## src/rtl/core/drp_pkg.sv

```systemverilog
// Shared types, codes and constants of the DNS A-record response parser.
package drp_pkg;

    localparam int unsigned HEADER_LAST_IDX = 11;
    localparam int unsigned ANSWER_FIXED_BYTES = 10;
    localparam int unsigned QUESTION_FIXED_BYTES = 4;
    localparam logic [7:0] PTR_MASK = 8'hC0;
    localparam logic [15:0] A_TYPE = 16'd1;
    localparam logic [15:0] A_LEN = 16'd4;

    localparam logic [2:0] ST_OK = 3'd0;
    localparam logic [2:0] ST_SHORT = 3'd1;
    localparam logic [2:0] ST_ID_MISMATCH = 3'd2;
    localparam logic [2:0] ST_NOT_RESPONSE = 3'd3;
    localparam logic [2:0] ST_RCODE = 3'd4;
    localparam logic [2:0] ST_NO_ANSWERS = 3'd5;
    localparam logic [2:0] ST_TRUNCATED = 3'd6;
    localparam logic [2:0] ST_NO_A = 3'd7;

    typedef enum logic [3:0] {
        PH_HEADER = 4'd0,
        PH_NAME   = 4'd1,
        PH_LABEL  = 4'd2,
        PH_PTR    = 4'd3,
        PH_QFIXED = 4'd4,
        PH_AFIXED = 4'd5,
        PH_RDATA  = 4'd6,
        PH_DONE   = 4'd7,
        PH_HALT   = 4'd8
    } phase_t;

    typedef struct packed {
        logic [7:0] data;
        logic       last;
    } in_item_t;

    typedef struct packed {
        logic [2:0]  status;
        logic [31:0] ip;
    } result_t;

endpackage

```

## src/rtl/core/drp_in_stage.sv

```systemverilog
// Input register of the parser: holds one message byte until it is consumed.
module drp_in_stage
(
    input  logic              clk,
    input  logic              rst_n,
    input  logic              in_valid,
    output logic              in_stall,
    input  logic [7:0]        data_byte,
    input  logic              last_byte,
    input  logic              out_room,
    output logic              consume,
    output drp_pkg::in_item_t item
);

    logic              vld_reg;
    logic              vld_next;
    drp_pkg::in_item_t item_reg;
    logic              accept;

    // a final byte needs a free result slot; any other byte goes at once
    assign consume  = vld_reg & (~item_reg.last | out_room);
    assign in_stall = vld_reg & ~consume;
    assign accept   = in_valid & ~in_stall;
    assign vld_next = accept | (vld_reg & ~consume);
    assign item     = item_reg;

    always_ff @(posedge clk or negedge rst_n)
    begin
        if (!rst_n)
        begin
            vld_reg <= 1'b0;
        end
        else
        begin
            vld_reg <= vld_next;
        end
    end

    always_ff @(posedge clk)
    begin
        if (accept)
        begin
            item_reg.data <= data_byte;
            item_reg.last <= last_byte;
        end
    end

endmodule

```

## src/rtl/core/drp_parser.sv

```systemverilog
// Parse state machine: walks header, questions and answers one byte per cycle, advancing only on a consumed byte.
module drp_parser
(
    input  logic             clk,
    input  logic             rst_n,
    input  logic [15:0]      expected_id,
    input  logic             consume,
    input  drp_pkg::in_item_t item,
    output logic             res_fire,
    output drp_pkg::result_t result
);

    drp_pkg::phase_t phase_reg, phase_next;
    logic [3:0]  byte_index_reg, byte_index_next;
    logic [15:0] header_word_reg, header_word_next;
    logic [15:0] questions_left_reg, questions_left_next;
    logic [15:0] answers_left_reg, answers_left_next;
    logic [15:0] skip_count_reg, skip_count_next;
    logic [15:0] record_type_reg, record_type_next;
    logic [15:0] rdata_length_reg, rdata_length_next;
    logic [31:0] address_accum_reg, address_accum_next;
    logic        found_flag_reg, found_flag_next;
    logic [2:0]  error_code_reg, error_code_next;

    logic        is_a;
    logic [15:0] skip_dec;
    logic [15:0] ans_dec;

    assign is_a     = (record_type_reg == drp_pkg::A_TYPE) && (rdata_length_reg == drp_pkg::A_LEN);
    assign skip_dec = skip_count_reg - 16'd1;
    assign ans_dec  = answers_left_reg - 16'd1;
    assign res_fire = consume & item.last;

    // next state of the walk for the byte in the input register
    always_comb
    begin
        logic [7:0]  b;
        logic [15:0] hw;
        b                   = item.data;
        hw                  = {header_word_reg[7:0], b};
        phase_next          = phase_reg;
        byte_index_next     = byte_index_reg;
        header_word_next    = header_word_reg;
        questions_left_next = questions_left_reg;
        answers_left_next   = answers_left_reg;
        skip_count_next     = skip_count_reg;
        record_type_next    = record_type_reg;
        rdata_length_next   = rdata_length_reg;
        address_accum_next  = address_accum_reg;
        found_flag_next     = found_flag_reg;
        error_code_next     = error_code_reg;

        unique case (phase_reg)
            drp_pkg::PH_HEADER:
            begin
                header_word_next = hw;
                if (byte_index_reg == 4'd1)
                begin
                    if (hw != expected_id && error_code_reg == drp_pkg::ST_OK)
                        error_code_next = drp_pkg::ST_ID_MISMATCH;
                end
                else if (byte_index_reg == 4'd3)
                begin
                    if (error_code_reg == drp_pkg::ST_OK)
                    begin
                        if (!hw[15])
                            error_code_next = drp_pkg::ST_NOT_RESPONSE;
                        else if (hw[3:0] != 4'd0)
                            error_code_next = drp_pkg::ST_RCODE;
                    end
                end
                else if (byte_index_reg == 4'd5)
                begin
                    questions_left_next = hw;
                end
                else if (byte_index_reg == 4'd7)
                begin
                    answers_left_next = hw;
                    if (hw == 16'd0 && error_code_reg == drp_pkg::ST_OK)
                        error_code_next = drp_pkg::ST_NO_ANSWERS;
                end
                if (byte_index_reg == 4'(drp_pkg::HEADER_LAST_IDX))
                begin
                    byte_index_next = 4'd0;
                    phase_next = (error_code_next != drp_pkg::ST_OK) ?
                                 drp_pkg::PH_HALT : drp_pkg::PH_NAME;
                end
                else
                begin
                    byte_index_next = byte_index_reg + 4'd1;
                end
            end
            drp_pkg::PH_NAME, drp_pkg::PH_PTR:
            begin
                if (phase_reg == drp_pkg::PH_NAME && b != 8'd0)
                begin
                    if ((b & drp_pkg::PTR_MASK) == drp_pkg::PTR_MASK)
                    begin
                        phase_next = drp_pkg::PH_PTR;
                    end
                    else
                    begin
                        skip_count_next = {8'd0, b};
                        phase_next = drp_pkg::PH_LABEL;
                    end
                end
                else if (questions_left_reg != 16'd0)
                begin
                    // name finished: question fixed part or answer fixed part
                    phase_next = drp_pkg::PH_QFIXED;
                    skip_count_next = 16'(drp_pkg::QUESTION_FIXED_BYTES);
                end
                else
                begin
                    phase_next = drp_pkg::PH_AFIXED;
                    byte_index_next = 4'd0;
                end
            end
            drp_pkg::PH_LABEL:
            begin
                skip_count_next = skip_dec;
                if (skip_dec == 16'd0)
                    phase_next = drp_pkg::PH_NAME;
            end
            drp_pkg::PH_QFIXED:
            begin
                skip_count_next = skip_dec;
                if (skip_dec == 16'd0)
                begin
                    questions_left_next = questions_left_reg - 16'd1;
                    phase_next = drp_pkg::PH_NAME;
                end
            end
            drp_pkg::PH_AFIXED:
            begin
                if (byte_index_reg < 4'd2)
                    record_type_next = {record_type_reg[7:0], b};
                else if (byte_index_reg >= 4'd8)
                    rdata_length_next = {rdata_length_reg[7:0], b};
                if (byte_index_reg >= 4'(drp_pkg::ANSWER_FIXED_BYTES - 1))
                begin
                    byte_index_next = 4'd0;
                    address_accum_next = 32'd0;
                    skip_count_next = rdata_length_next;
                    if (rdata_length_next == 16'd0)
                    begin
                        answers_left_next = ans_dec;
                        phase_next = (ans_dec == 16'd0) ? drp_pkg::PH_DONE : drp_pkg::PH_NAME;
                    end
                    else
                    begin
                        phase_next = drp_pkg::PH_RDATA;
                    end
                end
                else
                begin
                    byte_index_next = byte_index_reg + 4'd1;
                end
            end
            drp_pkg::PH_RDATA:
            begin
                if (is_a)
                    address_accum_next = {address_accum_reg[23:0], b};
                skip_count_next = skip_dec;
                if (skip_dec == 16'd0)
                begin
                    if (is_a)
                    begin
                        found_flag_next = 1'b1;
                        phase_next = drp_pkg::PH_HALT;
                    end
                    else
                    begin
                        record_type_next = 16'd0;
                        rdata_length_next = 16'd0;
                        answers_left_next = ans_dec;
                        phase_next = (ans_dec == 16'd0) ? drp_pkg::PH_DONE : drp_pkg::PH_NAME;
                    end
                end
            end
            drp_pkg::PH_DONE, drp_pkg::PH_HALT:
            begin
                // drop bytes until the message ends
            end
            default:
            begin
            end
        endcase
    end

    // result of the message as it stands after this byte
    always_comb
    begin
        result.ip = 32'd0;
        unique case (phase_next)
            drp_pkg::PH_HEADER:
                result.status = drp_pkg::ST_SHORT;
            drp_pkg::PH_HALT:
                result.status = found_flag_next ? drp_pkg::ST_OK : error_code_next;
            drp_pkg::PH_DONE:
                result.status = drp_pkg::ST_NO_A;
            default:
                result.status = drp_pkg::ST_TRUNCATED;
        endcase
        if (result.status == drp_pkg::ST_OK)
            result.ip = address_accum_next;
    end

    always_ff @(posedge clk or negedge rst_n)
    begin
        if (!rst_n)
        begin
            phase_reg          <= drp_pkg::PH_HEADER;
            byte_index_reg     <= 4'd0;
            header_word_reg    <= 16'd0;
            questions_left_reg <= 16'd0;
            answers_left_reg   <= 16'd0;
            skip_count_reg     <= 16'd0;
            record_type_reg    <= 16'd0;
            rdata_length_reg   <= 16'd0;
            address_accum_reg  <= 32'd0;
            found_flag_reg     <= 1'b0;
            error_code_reg     <= 3'd0;
        end
        else if (res_fire)
        begin
            // message ended: start over for the next one
            phase_reg          <= drp_pkg::PH_HEADER;
            byte_index_reg     <= 4'd0;
            header_word_reg    <= 16'd0;
            questions_left_reg <= 16'd0;
            answers_left_reg   <= 16'd0;
            skip_count_reg     <= 16'd0;
            record_type_reg    <= 16'd0;
            rdata_length_reg   <= 16'd0;
            address_accum_reg  <= 32'd0;
            found_flag_reg     <= 1'b0;
            error_code_reg     <= 3'd0;
        end
        else if (consume)
        begin
            phase_reg          <= phase_next;
            byte_index_reg     <= byte_index_next;
            header_word_reg    <= header_word_next;
            questions_left_reg <= questions_left_next;
            answers_left_reg   <= answers_left_next;
            skip_count_reg     <= skip_count_next;
            record_type_reg    <= record_type_next;
            rdata_length_reg   <= rdata_length_next;
            address_accum_reg  <= address_accum_next;
            found_flag_reg     <= found_flag_next;
            error_code_reg     <= error_code_next;
        end
    end

endmodule

```

## src/rtl/core/drp_out_stage.sv

```systemverilog
// Result register: holds one parse result until the consumer takes it.
module drp_out_stage
(
    input  logic             clk,
    input  logic             rst_n,
    input  logic             load,
    input  drp_pkg::result_t result,
    output logic             out_room,
    output logic             out_valid,
    input  logic             out_stall,
    output logic [2:0]       status,
    output logic [31:0]      ip_address
);

    logic             vld_reg;
    logic             vld_next;
    drp_pkg::result_t res_reg;

    assign out_room   = ~vld_reg | ~out_stall;
    assign vld_next   = load | (vld_reg & out_stall);
    assign out_valid  = vld_reg;
    assign status     = res_reg.status;
    assign ip_address = res_reg.ip;

    always_ff @(posedge clk or negedge rst_n)
    begin
        if (!rst_n)
        begin
            vld_reg <= 1'b0;
        end
        else
        begin
            vld_reg <= vld_next;
        end
    end

    always_ff @(posedge clk)
    begin
        if (load)
        begin
            res_reg <= result;
        end
    end

endmodule

```

## src/rtl/core/dns_a_record_response_parser.sv

```systemverilog
// Top level of the DNS A-record response parser.
//
//   channel   direction  handshake            payload
//   in        input      in_valid / in_stall  data_byte[7:0], last_byte
//   out       output     out_valid/out_stall  status[2:0], ip_address[31:0]
//   cfg       input      cfg_wr_en            cfg_wr_data[15:0] (expected id)
//
// One byte per cycle sustained while no result is stalled at the output. A byte
// waits in the input register and is parsed on its way into the state registers;
// a final byte loads the result register, and that load raises out_valid.
// in_stall rises only when the input register holds a final byte while a
// previous result is still stalled at the output. Reset clears the parse state,
// the expected id and both valid flags at once; no sweep is needed.
module dns_a_record_response_parser
(
    input  logic        clk,
    input  logic        rst_n,
    input  logic        in_valid,
    output logic        in_stall,
    input  logic [7:0]  data_byte,
    input  logic        last_byte,
    output logic        out_valid,
    input  logic        out_stall,
    output logic [2:0]  status,
    output logic [31:0] ip_address,
    input  logic        cfg_wr_en,
    input  logic [15:0] cfg_wr_data
);

    logic [15:0]       expected_id_reg;
    logic              out_room;
    logic              consume;
    logic              res_fire;
    drp_pkg::in_item_t item;
    drp_pkg::result_t  result;

    // hold the transaction id of the outstanding query
    always_ff @(posedge clk or negedge rst_n)
    begin
        if (!rst_n)
        begin
            expected_id_reg <= 16'd0;
        end
        else if (cfg_wr_en)
        begin
            expected_id_reg <= cfg_wr_data;
        end
    end

    // stage 1: capture the incoming byte, advance when the result side allows
    drp_in_stage u_in
    (
        .clk       (clk),
        .rst_n     (rst_n),
        .in_valid  (in_valid),
        .in_stall  (in_stall),
        .data_byte (data_byte),
        .last_byte (last_byte),
        .out_room  (out_room),
        .consume   (consume),
        .item      (item)
    );

    // stage 2: walk the message and form the result on its last byte
    drp_parser u_parser
    (
        .clk         (clk),
        .rst_n       (rst_n),
        .expected_id (expected_id_reg),
        .consume     (consume),
        .item        (item),
        .res_fire    (res_fire),
        .result      (result)
    );

    // result register toward the consumer
    drp_out_stage u_out
    (
        .clk        (clk),
        .rst_n      (rst_n),
        .load       (res_fire),
        .result     (result),
        .out_room   (out_room),
        .out_valid  (out_valid),
        .out_stall  (out_stall),
        .status     (status),
        .ip_address (ip_address)
    );

endmodule

```

## config.mk

```make
export PLATFORM = sky130hd
export DESIGN_NAME = dns_a_record_response_parser
export DESIGN_NICKNAME = d
export VERILOG_FILES = /design/src/rtl/core/drp_pkg.sv /design/src/rtl/core/drp_in_stage.sv /design/src/rtl/core/drp_parser.sv /design/src/rtl/core/drp_out_stage.sv /design/src/rtl/core/dns_a_record_response_parser.sv
export SDC_FILE = /design/constraint.sdc
export NUM_CORES = 1
export LEC_CHECK = 0
export BUFFER_PORTS_ARGS = -buffer_cell sky130_fd_sc_hd__buf_2
export CORE_MARGIN = 10
export CORE_UTILIZATION = 45
export DETAILED_ROUTE_END_ITERATION = 10
export HOLD_SLACK_MARGIN = 0.1
export SETUP_SLACK_MARGIN = 0.1
export SLEW_MARGIN = 10
export SYNTH_ARGS = -nofsm -noshare
export SYNTH_HDL_FRONTEND = slang
export SYNTH_HIERARCHICAL = 1
export SYNTH_SLANG_ARGS = --single-unit
export TNS_END_PERCENT = 10
```

## constraint.sdc

```tcl
create_clock -name clk -period 9.4 [get_ports clk]
set_clock_uncertainty 0.1 [all_clocks]
set_input_delay 0.94 -clock clk [delete_from_list [all_inputs] [get_ports clk]]
set_output_delay 0.94 -clock clk [all_outputs]
set_load 0.02 [all_outputs]
```

# After elaboration in Yosys (flattened, before gate mapping)
# Cells that the tools add are included.
totals:
  reg_bits: 194
  in_bits: 30
  output_inout_bits: 37
  wordCells: 190
classes:
  n_addsub: 4
  order_cmp: 3
  n_eq_ne: 32
  muxes: 86
  n_bitwise: 14
  n_reduce_logical: 33
ops:
  columns: ["op", "n"]
  rows:
  - ["two-way mux 16 bit", 32]
  - ["two-way mux 32 bit", 4]
  - ["case mux 16 bit (2 select lines)", 3]
  - ["case mux 16 bit (3 select lines)", 2]
  - ["zero test 16 bit", 4]
  - ["two-way mux 4 bit", 16]
  - ["case mux 32 bit (2 select lines)", 1]
  - ["subtractor 16 x 1 -> 16 bit, second input constant", 3]
  - ["two-way mux 3 bit", 15]
  - ["== test 4 x 3 -> 1 bit, second input constant", 6]
  - ["two-way mux 8 bit", 3]
  - ["inequality test 3 x 1 -> 1 bit, second input constant", 7]
  - ["case mux 4 bit (5 select lines)", 1]
  - ["inequality test 3 x 2 -> 1 bit, second input constant", 6]
  - ["== test 16 x 1 -> 1 bit, second input constant", 1]
  - ["== test 16 x 3 -> 1 bit, second input constant", 1]
  - ["inequality test 16 bit", 1]
  - ["nonzero test 16 bit", 1]
  - ["nonzero test 4 bit", 4]
  - ["== test 4 x 2 -> 1 bit, second input constant", 3]
  - ["case mux 4 bit (3 select lines)", 1]
  - ["AND reduction 10 bit", 1]
  - ["AND reduction 5 bit", 2]
  - ["case mux 3 bit (3 select lines)", 1]
  - ["other kinds (23)", 53]

# Longest topological paths before layout
depth:
  word_depth: 15
  ltp_mapped: 13
  depth_no_buf: 10

# Modules after synthesis
# Netlist, hierarchy kept.
by_module_without_submodules:
  columns: ["module", "n_inst", "cells_per_inst", "area_per_inst_um2", "seq_area_each_um2"]
  rows:
  - ["drp_parser", 1, 1017, 8458.1, 3303.2]
  - ["drp_out_stage", 1, 38, 1087.3, 1076.0]
  - ["dns_a_record_response_parser", 1, 34, 649.4, 400.4]
  - ["drp_in_stage", 1, 16, 342.8, 295.3]

# Least setup slack after synthesis
# OpenSTA, ideal clock, no wires.
synth_timing:
  path_kind: "reg2reg"
  from: "reg u_parser.skip_count_reg[3]"
  to: "reg u_out.res_reg (netlist bit u_out/status[2]) (data pin)"
  setup_time_ns: 0.260
  t_arrival_ns: 3.224
  slack_ns: 5.817
  stages_incl_launch_ff: 13
  n_path_buf: 4
  synth_period_minus_slack_ns: 3.583
  path_cell_list: "dfrtp_1 buf_6 or4_1 buf_2 o31a_1 nor4_2 nand3_2 a311o_1 a2bb2oi_2 or3_1 buf_6 buf_8 o21bai_1"
synth_rtl:
  columns: ["item", "line_no", "source"]
  rows:
  - ["start, declared", "drp_parser.sv:18", "logic [15:0] skip_count_reg, skip_count_next;"]
  - ["start signal, assigned", "drp_parser.sv:247", "skip_count_reg <= skip_count_next;"]
  - ["end signal, assigned", "drp_out_stage.sv:41", "res_reg <= result;"]
  - ["end, declared", "drp_out_stage.sv:17", "drp_pkg::result_t res_reg;"]

==> reports/qor.yml <==
finish:
  num-nets-final: 1167
  layout-drive-gt1-share_pct: 16.4
  stdcell_area_sq_mm: 0.0117
  areaGrowthSynthToFinish_pct: 10.9
  num_antenna_cells: 0
critical_path:
  required_ns: 9.49
  critPathMaxFanout: 34
  crit_start: "u_parser/skip_count_reg[3]$_DFFE_PN0P_"
  worst-setup-path-type: "reg -> reg"
  worstSetupEndpointType: "flop"
  rr_startpoint: "u_parser/skip_count_reg[3]$_DFFE_PN0P_"
  cp.arrival_ns: 4.30
  worstSetupStartpointType: "flop"
logic_synthesis:
  synth-seq-cells: 194
  ys_types: 71
  syn_area_sq_mm: 0.0105
  syn_inst: 1105
  ys_warn_count: 6
  synthArstFlopShare_pct: 77.3
  synth_edf_count: 44
  ys_seq_area_share_pct: 48.2
  synthesis.nets: 1143
  syn_area_per_cell_sq_um: 9.54
  synth_flop_cell: "dfrtp_1"
power:
  p_per_area_mw_per_mm2: 210
  ir_worst_vdd_mv: 0.137
  power_w: 0.00245
  power_leakage_nw: 4.84
timing:
  tightest_slew_ns: 1.26
  period_minus_slack_ns: 4.22
  max_freq_mhz: 237
  slew-limit-headroom_pct: 16.0
  tns_ns: 0
  rsz0062_at_grt: "false"
  hold_viol: 0
  setup_viol: 0
  slew_violations: 0
  timing.final.crit_share_pct: 44.9
  whs_ns: 0.384
cts:
  cts_buffers: 17
  htree_levels: 4
  cts_resized: 0
  cts_buffer_depth: 2
  cts-root-buf: "clkbuf_16"
  clk_pin_slew_worst_paths_ns: 0.08
  cts.sinks: 194
  worstSkewPairLatency_ns: 0.44
  postCtsSetupBuffers: 0
  cts.hold.buffers_added: 0
  cts_tree: "yes"
placement:
  dp_hpwl_mm: 19.1
  port_buffers: 66
  gp_congestion: 0.864
  placed_cell_area_sq_mm: 0.0111
floorplanning:
  die_w_um: 173
  die_h_um: 173
  start_util_pct: 46.1
  rows: 55
  core_sq_mm: 0.0228
  dieArea_sq_mm: 0.0299
  io_pins: 67
global_routing:
  grt_max_degree: 83
  grt_pass1_vias: 8433
  antenna_found_initial: 0
  grt_pass1_wl_mm: 47.2
  grt.overflow.total: 0
  track_usage_pct: 19.0
route:
  wirelength_mm: 28.9
  post_drt_wl_per_cell_um: 19.8
  vias_per_cell: 6.01
  route.detailed.drc: 0
  drt-initial-drc-count: 791
  via_count: 8739
  dr.pass1.iters: 5
  drtAntennaViolNets: 0
run:
  cap_violations: 0
outcome:
  outcome: "complete, no violations"
worst_hold_path:
  hold_class: "reg -> reg"
  hold_path.startpoint: "u_parser/record_type_reg[14]$_DFFE_PN0P_"
==> power by group <==
| part | switching (W) | total, W | internal (W) |
|---|---|---|---|
| logic | 0.000371 | 0.000602 | 0.000231 |
| registers | 0.000131 | 0.00109 | 0.000963 |
| clock network | 0.000386 | 0.000756 | 0.000370 |
| total | 0.000888 | 0.00245 | 0.00156 |
==> layout by cell type, fill, tap and decap left out, types with 4 or more instances in the layout <==
| cell | synthesis | layout |
|---|---|---|
| dfrtp_1 | 150 | 150 |
| o21ai_0 | 114 | 112 |
| nand2_1 | 97 | 97 |
| a21oi_1 | 89 | 88 |
| nor2_1 | 89 | 87 |
| buf_2 | 2 | 65 |
| a22o_1 | 47 | 47 |
| edfxtp_1 | 44 | 44 |
| and3_1 | 38 | 38 |
| nor3_1 | 36 | 36 |
| nor4_1 | 31 | 31 |
| nor3_2 | 28 | 28 |
| inv_1 | 21 | 20 |
| buf_4 | 0 | 19 |
| xnor2_1 | 19 | 19 |
| clkbuf_16 | 0 | 17 |
| nand3_1 | 15 | 15 |
| nand2b_1 | 14 | 14 |
| mux2i_1 | 14 | 14 |
| o31ai_1 | 14 | 13 |
| nand4_1 | 12 | 12 |
| mux2_4 | 10 | 10 |
| nor2b_1 | 8 | 8 |
| or4_1 | 8 | 8 |
| ha_1 | 8 | 8 |
| mux2_2 | 7 | 7 |
| or2_2 | 7 | 7 |
| or3_1 | 8 | 7 |
| o22ai_1 | 7 | 7 |
| a21o_1 | 5 | 5 |
| a22oi_1 | 5 | 5 |
| a31oi_1 | 5 | 5 |
| o21ai_1 | 4 | 5 |
| o221ai_1 | 5 | 5 |
| inv_6 | 0 | 4 |
| clkinv_8 | 0 | 4 |
| inv_8 | 0 | 4 |
==> per-stage QoR <==
step,std cells,worst slack [ns],utilization (%)
after global routing,1455,4.95,51.2
after detailed placement,1423,5.17,48.5
final,1455,5.18,51.2
after floorplan,1105,5.82,-
after CTS,1455,5.17,51.2
after global placement,1423,5.24,48.5
==> cell type report <==
class | instances | area [sq um]
clock buffer | 17 | 425
sequential | 194 | 5070
multi-input combinational | 810 | 5040
fill | 2149 | 11200
tap | 313 | 392
clock inverter | 15 | 194
timing repair buffer | 85 | 479
inverter | 21 | 78.8
==> critical path: stages (launching register included) <==
cell and delay (ns):
dfrtp_1 0.47, or4_1 0.67, o31a_1 0.35, nor4_2 0.35
nand3_2 0.24, a311o_1 0.42, a2bb2oi_2 0.16, or3_2 0.89
o21bai_1 0.32
==> logic make-up (layout without fill, tap and decap cells) <==
| logic type | after synthesis | after routing | share of synthesized area [%] |
|---|---|---|---|
| AOI/OAI and AO/OA | 339 | 339 | 20.2 |
| muxes | 31 | 31 | 3.50 |
| xor gates and xnor gates | 21 | 21 | 1.75 |
| adders and majority gates | 8 | 8 | 0.950 |
| DFF | 194 | 194 | 48.2 |
| and+or+nand+nor | 411 | 411 | 21.0 |
| buffers and inverters | 101 | 138 | 4.41 |
==> Yosys cell counts (4+ instances only) <==
cell type	n	area [sq um]
dfrtp_1	150	3750
o21ai_0	114	571
nand2_1	97	364
a21oi_1	89	445
nor2_1	89	334
clkbuf_1	70	263
a22o_1	47	412
edfxtp_1	44	1320
and3_1	38	238
nor3_1	36	180
nor4_1	31	194
nor3_2	28	280
inv_1	21	78.8
xnor2_1	19	166
nand3_1	15	75.1
mux2i_1	14	140
nand2b_1	14	87.6
o31ai_1	14	105
nand4_1	12	75.1
mux2_4	10	150
ha_1	8	100
nor2b_1	8	50.1
or3_1	8	50.1
or4_1	8	60.1
mux2_2	7	78.8
o22ai_1	7	43.8
or2_2	7	43.8
a21o_1	5	37.5
a22oi_1	5	37.5
a31oi_1	5	31.3
o221ai_1	5	43.8
o21ai_1	4	20.0
==> per-layer routing <==
layer | track usage (%) | share of wire [%]
met5 | 0 | 0
met4 | 5.35 | 1.8
met3 | 3.75 | 5.7
met2 | 30.0 | 47
met1 | 25.9 | 46
==> worst paths after layout <==
path	end	slack [ns]	depth (start not counted)
setup / recovery	u_out/status[2]$_DFFE_PP_	5.18	8
hold / removal	u_parser/record_type_reg[14]$_DFFE_PN0P_	0.38	2
setup reg to reg	u_out/status[2]$_DFFE_PP_	5.18	8
hold reg to reg	u_parser/record_type_reg[14]$_DFFE_PN0P_	0.38	2
max in group asynchronous	u_parser/phase_reg[3]$_DFFE_PN0N_	7.36	2
min in group asynchronous	u_parser/record_type_reg[14]$_DFFE_PN0P_	0.42	1
No activity file was read; power rests on OpenSTA's default activity.
